$ cat config.mk
export PLATFORM = sky130hd
export DESIGN_NAME = complement_pair_frame_receiver_unit
export DESIGN_NICKNAME = d
export VERILOG_FILES = /design/src/hdl/cprf_pkg.sv /design/src/hdl/complement_pair_frame_receiver_unit.sv /design/src/hdl/cprf_front.sv /design/src/hdl/cprf_queue.sv
export SDC_FILE = /design/constraint.sdc
export NUM_CORES = 1
export LEC_CHECK = 0
export ABC_AREA = 1
export BUFFER_PORTS_ARGS = -buffer_cell sky130_fd_sc_hd__buf_2
export CAP_MARGIN = 20
export CORE_ASPECT_RATIO = 0.8
export CORE_MARGIN = 10
export CORE_UTILIZATION = 25
export DETAILED_ROUTE_END_ITERATION = 8
export PLACE_DENSITY = 0.41
export SLEW_MARGIN = 5
export SYNTH_ARGS = -nofsm -noshare
export SYNTH_HDL_FRONTEND = slang
export SYNTH_SLANG_ARGS = --single-unit
$ cat constraint.sdc
create_clock -name clk -period 6.6 [get_ports clk]
set_input_delay 0 -clock clk [delete_from_list [all_inputs] [get_ports clk]]
set_output_delay 0 -clock clk [all_outputs]
set_load 0.1 [all_outputs]
$ cat src/hdl/cprf_pkg.sv
// ----------------------------------------------------------------------------
// cprf_pkg
// Shared types and constants of the complement pair frame receiver.
// ----------------------------------------------------------------------------
package cprf_pkg;

	localparam int unsigned BYTE_W   = 8;
	localparam int unsigned CFG_IDX_W = 2;

	localparam logic [CFG_IDX_W-1:0] CFG_TIMEOUT_TICKS = 2'd0;
	localparam logic [CFG_IDX_W-1:0] CFG_HEADER_BYTE   = 2'd1;

	localparam logic [BYTE_W-1:0] TIMEOUT_RESET = 8'd50;
	localparam logic [BYTE_W-1:0] HEADER_RESET  = 8'h53;
	localparam logic [BYTE_W-1:0] IDLE_FILL     = 8'hAA;
	localparam logic [BYTE_W:0]   PAIR_SUM      = 9'h0FF;

	localparam logic [1:0] PAIRS_NONE = 2'd0;
	localparam logic [1:0] PAIRS_ONE  = 2'd1;
	localparam logic [1:0] PAIRS_TWO  = 2'd2;

	typedef logic [BYTE_W-1:0] byte_t;

	typedef struct packed {
		logic  push;
		byte_t data;
	} cprf_push_t;

endpackage

$ cat src/hdl/complement_pair_frame_receiver_unit.sv
// ----------------------------------------------------------------------------
// complement_pair_frame_receiver_unit
// Receives tick items, tracks complement pairs and emits frame payloads.
// ----------------------------------------------------------------------------
// Input channel: in_valid/in_stall carries one tick (byte_valid, rx_byte).
// A transaction completes at a clock edge with in_valid high and in_stall low.
// The front tracker updates its frame state in the cycle of the transaction,
// so one tick is taken every cycle while in_stall is low.
// Output channel: out_valid/out_stall carries payload. A payload produced by
// a tick is written into the registered queue at that tick's transaction.
// Payloads pass through a QUEUE_DEPTH-entry queue; in_stall rises only while
// the queue is full, so the input keeps running at one tick per cycle as long
// as the receiver drains within the queue depth.
// Configuration: cfg_we writes cfg_wdata to register cfg_index
// (0 timeout_ticks, 1 header_byte); write only while the block is idle.
// Reset: timeout_ticks 50, header_byte 0x53, empty queue, no pairs held.
// While out_stall is high the head payload holds on the output.
// ----------------------------------------------------------------------------
module complement_pair_frame_receiver_unit #(
	parameter int unsigned QUEUE_DEPTH = 4
) (
	input  logic                           clk,
	input  logic                           arst_n,
	input  logic                           cfg_we,
	input  logic [cprf_pkg::CFG_IDX_W-1:0] cfg_index,
	input  cprf_pkg::byte_t                cfg_wdata,
	input  logic                           in_valid,
	output logic                           in_stall,
	input  logic                           byte_valid,
	input  cprf_pkg::byte_t                rx_byte,
	output logic                           out_valid,
	input  logic                           out_stall,
	output cprf_pkg::byte_t                payload
);
	import cprf_pkg::*;

	cprf_push_t push;
	logic       full;
	logic       accept;

	assign in_stall = full;
	assign accept   = in_valid && !in_stall;

	cprf_front u_front (
		.clk        (clk),
		.arst_n     (arst_n),
		.cfg_we     (cfg_we),
		.cfg_index  (cfg_index),
		.cfg_wdata  (cfg_wdata),
		.accept     (accept),
		.byte_valid (byte_valid),
		.rx_byte    (rx_byte),
		.push       (push)
	);

	cprf_queue #(
		.DEPTH (QUEUE_DEPTH)
	) u_queue (
		.clk       (clk),
		.arst_n    (arst_n),
		.push      (push),
		.full      (full),
		.out_valid (out_valid),
		.out_stall (out_stall),
		.payload   (payload)
	);

endmodule

$ cat src/hdl/cprf_front.sv
// ----------------------------------------------------------------------------
// cprf_front
// Frame tracker: pair detection, timeout and header check; pushes payloads.
// ----------------------------------------------------------------------------
module cprf_front (
	input  logic                                   clk,
	input  logic                                   arst_n,
	input  logic                                   cfg_we,
	input  logic [cprf_pkg::CFG_IDX_W-1:0]         cfg_index,
	input  cprf_pkg::byte_t                        cfg_wdata,
	input  logic                                   accept,
	input  logic                                   byte_valid,
	input  cprf_pkg::byte_t                        rx_byte,
	output cprf_pkg::cprf_push_t                   push
);
	import cprf_pkg::*;

	byte_t      timeout_ticks_q;
	byte_t      header_byte_q;
	byte_t      timeout_q;
	byte_t      prev_q;
	logic [1:0] pairs_q;
	byte_t      first_q;
	byte_t      second_q;

	byte_t      timeout_d;
	byte_t      prev_d;
	logic [1:0] pairs_d;
	byte_t      first_d;
	byte_t      second_d;
	logic       emit;
	logic       pair_hit;

	assign pair_hit = ({1'b0, rx_byte} + {1'b0, prev_q}) == PAIR_SUM;

	always_comb begin
		timeout_d = timeout_q;
		prev_d    = prev_q;
		pairs_d   = pairs_q;
		first_d   = first_q;
		second_d  = second_q;
		emit      = 1'b0;
		if (byte_valid) begin
			timeout_d = timeout_ticks_q;
			if (pair_hit) begin
				case (pairs_q)
					PAIRS_NONE: begin
						first_d = prev_q;
						pairs_d = PAIRS_ONE;
					end
					PAIRS_ONE: begin
						second_d = prev_q;
						pairs_d  = PAIRS_TWO;
					end
					default: ;
				endcase
				if (pairs_d == PAIRS_TWO && first_d == header_byte_q) begin
					emit      = 1'b1;
					timeout_d = '0;
				end
			end
			prev_d = rx_byte;
		end else if (timeout_q != '0) begin
			timeout_d = timeout_q - 8'd1;
		end
		if (timeout_d == '0) begin
			pairs_d = PAIRS_NONE;
			prev_d  = IDLE_FILL;
		end
	end

	always_ff @(posedge clk or negedge arst_n) begin
		if (!arst_n) begin
			timeout_ticks_q <= TIMEOUT_RESET;
			header_byte_q   <= HEADER_RESET;
		end else if (cfg_we) begin
			case (cfg_index)
				CFG_TIMEOUT_TICKS: timeout_ticks_q <= cfg_wdata;
				CFG_HEADER_BYTE:   header_byte_q   <= cfg_wdata;
				default: ;
			endcase
		end
	end

	always_ff @(posedge clk or negedge arst_n) begin
		if (!arst_n) begin
			timeout_q <= TIMEOUT_RESET;
			prev_q    <= '0;
			pairs_q   <= PAIRS_NONE;
		end else if (accept) begin
			timeout_q <= timeout_d;
			prev_q    <= prev_d;
			pairs_q   <= pairs_d;
		end
	end

	always_ff @(posedge clk) begin
		if (accept) begin
			first_q  <= first_d;
			second_q <= second_d;
		end
	end

	assign push.push = accept && emit;
	assign push.data = second_d;

	a_emit_clears: assert property (@(posedge clk) disable iff (!arst_n)
		push.push |=> (pairs_q == PAIRS_NONE && prev_q == IDLE_FILL && timeout_q == '0))
		else $error("frame accept did not clear the frame");

	a_pairs_range: assert property (@(posedge clk) disable iff (!arst_n)
		pairs_q != 2'd3)
		else $error("pair count out of range");

	a_timeout_fill: assert property (@(posedge clk) disable iff (!arst_n)
		(accept && timeout_d == '0) |=> (pairs_q == PAIRS_NONE && prev_q == IDLE_FILL))
		else $error("timeout did not drop the partial frame");

endmodule

$ cat src/hdl/cprf_queue.sv
// ----------------------------------------------------------------------------
// cprf_queue
// Payload queue; its head drives the output channel.
// ----------------------------------------------------------------------------
module cprf_queue #(
	parameter int unsigned DEPTH = 4
) (
	input  logic                 clk,
	input  logic                 arst_n,
	input  cprf_pkg::cprf_push_t push,
	output logic                 full,
	output logic                 out_valid,
	input  logic                 out_stall,
	output cprf_pkg::byte_t      payload
);
	import cprf_pkg::*;

	localparam int unsigned PTR_W = (DEPTH > 1) ? $clog2(DEPTH) : 1;
	localparam int unsigned CNT_W = $clog2(DEPTH + 1);
	localparam logic [PTR_W-1:0] LAST = PTR_W'(DEPTH - 1);
	localparam logic [CNT_W-1:0] FULL_CNT = CNT_W'(DEPTH);

	byte_t            mem_q [DEPTH];
	logic [PTR_W-1:0] wr_ptr_q;
	logic [PTR_W-1:0] rd_ptr_q;
	logic [CNT_W-1:0] count_q;
	logic             pop;

	assign full      = count_q == FULL_CNT;
	assign out_valid = count_q != '0;
	assign pop       = out_valid && !out_stall;
	assign payload   = mem_q[rd_ptr_q];

	always_ff @(posedge clk) begin
		if (push.push) begin
			mem_q[wr_ptr_q] <= push.data;
		end
	end

	always_ff @(posedge clk or negedge arst_n) begin
		if (!arst_n) begin
			wr_ptr_q <= '0;
			rd_ptr_q <= '0;
			count_q  <= '0;
		end else begin
			if (push.push) begin
				wr_ptr_q <= (wr_ptr_q == LAST) ? '0 : wr_ptr_q + PTR_W'(1);
			end
			if (pop) begin
				rd_ptr_q <= (rd_ptr_q == LAST) ? '0 : rd_ptr_q + PTR_W'(1);
			end
			case ({push.push, pop})
				2'b10:   count_q <= count_q + CNT_W'(1);
				2'b01:   count_q <= count_q - CNT_W'(1);
				default: ;
			endcase
		end
	end

	a_no_overflow: assert property (@(posedge clk) disable iff (!arst_n)
		push.push |-> !full)
		else $error("push into a full queue");

	a_count_range: assert property (@(posedge clk) disable iff (!arst_n)
		count_q <= FULL_CNT)
		else $error("queue count out of range");

	a_pop_drains: assert property (@(posedge clk) disable iff (!arst_n)
		(pop && !push.push) |=> count_q == $past(count_q) - CNT_W'(1))
		else $error("pop did not drain the queue");

endmodule
==> metrics.md <==
| Metric | Value |
|---|---|
| Status | `finished, final reports clean` |
| Final Instance Area | `roughly 0.0055 mm²` |
| Max Transition Viols Final | `0` |
| Critical path peak fanout | `17` |
| Unrepaired setup endpoints after global routing | `no` |
| Share of power burned in registers | `34.4%` |
| Synth Register Bits | `89` |
| Slowest cell on the critical path | `nor2_1` |
| Final nets | `approximately 610` |
| Initial antenna violation count | `0` |
| Min-delay src | `rx_byte[1]` |
| DR pass1 iterations | `4` |
| Via density | `approximately 4.3` |
| Diodes inserted | `0` |
| Static Leak | `between 2 and 2.5 nW` |
| Number of I/O pins | `34` |
| Root Buffer | `clkbuf_16` |
| GRT Total Usage | `9.81%` |
| Syn Area/Cell | `8.95 µm²` |
| Clock transition at the registers of the reported paths | `about 0.070 ns` |
| Final Non-Filler Cells | `~800` |
| Synth warn | `0` |
| Vias | `between 3000 and 4000` |
| CP delay by family, top | `simple AND/OR/NAND/NOR gates` |
| Cell Chain, Critical Path | `inv_1 -> nor3_1 -> nor2_1 -> buf_4 -> inv_1 -> nor2_1 -> nand3_1 -> nor2_1` |
| Least-Margin Pin Slew | `0.837 ns` |
| Max incr delay on CP | `approximately 0.74 ns` |
| Synth area leader | `edfxtp_1` |
| Largest net degree at the start of global routing | `42` |
| Clock share of power | `between 20% and 30%` |
| Endpoints failing setup | `0` |
| Synth top area share | `31.2%` |
| Starting Density | `between 20% and 30%` |
| Final worst path period need | `roughly 3.5 ns` |
| RR Startpoint | `u_queue.count_q[2]$_DFFE_PN0P_` |
| First-pass GRT wire length | `19000 µm` |
| Synth cell types | `34` |
| Max-Cap Viols | `0` |
| Tcrit/Tclk final | `52.3%` |
| CTS tree | `yes` |
| Placed Cells | `just under 800` |
| Synthesized netlist cell count | `~520` |
| DRT iter0 DRCs | `~240` |
| Worst slew margin | `about 44%` |
| Grt ovf | `0` |
| Clk_skew | `0.00954 ns` |
| Remaining DRCs | `0` |
| Crit path capture type | `flop` |
| Final GP Congestion | `between 0.8 and 0.9` |
| Met1 Resource Use GR | `between 10 and 15%` |
| Most common cell on crit path | `nor2_1` |
| Maximum vdd drop | `about 0.18 mV` |
| Worst hold path class | `input pin to flop` |
| Routed Antenna Nets | `0` |
| Top-count cell post-synth | `nand2_1` |
| Die Y | `142 µm` |
| Cell area after synthesis | `approximately 0.0046 mm²` |
| Row Count | `44` |
| Startpoint types | `flop` |
| Num CTS Buffers | `9` |
| Net Switching | `between 1 and 1.5 mW` |
| Routed len/inst | `about 14 µm` |
| Worst path required time | `about 6.6 ns` |
| Mapped Nets | `561` |
| Final TNS setup | `0 ns` |
| Detailed Place HPWL | `about 8400 µm` |
| Post-synth EDFFs | `48` |
| Combinational Power Share | `between 40% and 50%` |
| Worst Setup SP | `u_queue.count_q[2]$_DFFE_PN0P_` |
| H-tree depth | `3` |
| Top cells by count, synth | `122 x nand2_1, 74 x inv_1, 50 x nor2_1` |
| CP Class | `flop to flop` |
| Buf+Inv Stages, Crit Path | `3` |
| Hold Vio Cnt, Final | `0` |
| Int Pwr | `1.28 mW` |
| Vias in the first global route | `approximately 3500` |
| Fmax | `290 MHz` |
| Die width | `~170 µm` |
| Area growth, synth to finish | `19.4%` |
| IO buf count | `33` |
| Pwr/cell area | `~430 mW/mm²` |
| Post-synthesis sequential area ratio | `a little over half` |
| Placed cell area | `around 0.005 mm²` |
| CTS Buffer Depth | `2` |
| Post-synth ARST share | `around 46%` |
| Synth area leaders | `edfxtp_1 31%, dfrtp_1 17%, nand2_1 9.9%` |
| Layout cells sized above 1 | `12.9%` |
| Main flop type after synthesis | `edfxtp_1` |
| Total core area | `around 0.018 mm²` |
| Die Area | `around 0.024 mm²` |
| CP arrival | `approximately 3.4 ns` |
| M3 GR Usage | `between 2 and 3%` |
| Most Used Layer, Global Route | `met2` |
| DRT Wirelength | `approximately 11000 µm` |
| Switch share | `a little under half` |
| GRT met2 Usage | `14.5%` |
| # clock sinks | `89` |
| Worst-Skew Late Latency | `approximately 0.34 ns` |
## power by group through the flow
stage / sequential [mW] / combinational, mW / clock, mW
floorplan: 0.782 / 0.874 / 0
global placement: 0.834 / 1.07 / 0
detailed placement: 0.835 / 1.07 / 0
CTS: 0.824 / 1.08 / 0.515
global route: 0.843 / 1.21 / 0.543
finish: 0.822 / 1.07 / 0.496
## area by class of cell
cell class,count,area [µm²]
Fill cell,1920,12600
Sequential cell,89,2480
Multi-Input combinational cell,342,1810
Timing Repair Buffer,52,363
Tap cell,230,288
Inverter,75,282
Clock buffer,9,225
Clock inverter,7,62.6
## path summary, 6_finish.rpt
| check | end | slack, ns | depth (start not counted) |
|---|---|---|---|
| hold reg to reg | u_front.timeout_ticks_q[6]$_DFFE_PN0P_ | 0.49 | 2 |
| setup / recovery | u_queue.mem_q[0][6]$_DFFE_PP_ | 3.15 | 8 |
| setup reg to reg | u_queue.mem_q[0][6]$_DFFE_PP_ | 3.15 | 8 |
| max in group asynchronous | u_front.timeout_q[1]$_DFFE_PN1P_ | 6.01 | 3 |
| min in group asynchronous | u_front.prev_q[1]$_DFFE_PN0P_ | 0.05 | 2 |
| hold / removal | u_front.prev_q[1]$_DFFE_PN0P_ | 0.009 | 3 |
## logic make-up (layout without fill, tap and decap cells)
group,Yosys count,count (layout),synth area share [%]
buffers and inverters,85,143,7.08
muxes,5,5,1.22
xor gates and xnor gates,11,11,2.09
adders and majority gates,21,21,6.02
DFF,89,89,53.7
and+or+nand+nor,225,225,20.5
AOI/OAI and AO/OA,80,80,9.33
## through the flow
| stage | power (mW) | setup WS [ns] | hold slack, ns | util (%) |
|---|---|---|---|---|
| 2_1_floorplan | 1.66 | 1.66 | -0.296 | - |
| 6_report | 2.39 | 3.15 | 0.00936 | 30.4 |
| 3_3_place_gp | 1.91 | 3.13 | 0.214 | 27.8 |
| 4_1_cts | 2.42 | 3.07 | 0.0159 | 30.3 |
| 5_1_grt | 2.59 | 2.71 | 0.0548 | 30.4 |
| 3_5_place_dp | 1.91 | 3.10 | 0.224 | 27.8 |
## repair_timing
action | in CTS | in global routing
buffers inserted | 0 | 0
hold buffers | 17 | 0
hold endpoints to repair | 55 | 0
gates resized for setup | 0 | 0
## registers in the layout, indices dropped and copies added (netlist names)
signal	count
u_queue.mem_q	32
u_front.first_q	8
u_front.header_byte_q	8
u_front.prev_q	8
u_front.second_q	8
u_front.timeout_q	8
u_front.timeout_ticks_q	8
u_queue.count_q	3
u_front.pairs_q	2
u_queue.rd_ptr_q	2
u_queue.wr_ptr_q	2
## layer usage
| layer | share of wire (%) | wire length, µm |
|---|---|---|
| met5 | 0 | 0 |
| met4 | 0.99 | 112 |
| met3 | 5.2 | 587 |
| met2 | 42 | 4790 |
| met1 | 52 | 5860 |
## cells in the final DEF, fill, tap and decap left out, types with 2 or more instances in the layout
| cell type | synthesis | routed |
|---|---|---|
| a21oi_1 | 14 | 14 |
| buf_2 | 0 | 33 |
| clkbuf_16 | 0 | 9 |
| dfrtp_1 | 31 | 31 |
| dfstp_2 | 10 | 10 |
| dlygate4sd3_1 | 0 | 17 |
| edfxtp_1 | 48 | 48 |
| fa_1 | 2 | 2 |
| ha_1 | 19 | 19 |
| inv_1 | 74 | 74 |
| inv_6 | 0 | 2 |
| mux2_2 | 5 | 5 |
| nand2_1 | 122 | 122 |
| nand3_1 | 36 | 36 |
| nand3b_1 | 3 | 3 |
| nand4_1 | 2 | 2 |
| nor2_1 | 50 | 50 |
| nor2_2 | 4 | 4 |
| nor3_1 | 2 | 2 |
| o211ai_1 | 4 | 4 |
| o21ai_0 | 49 | 49 |
| o22ai_1 | 8 | 8 |
| xnor2_1 | 5 | 5 |
| xor2_1 | 6 | 6 |
## tightest hold or removal path: stages
cell	delay, ns
buf_2	0.11
inv_1	0.09
o211ai_1	0.10
Power figures use the tool's default switching activity.
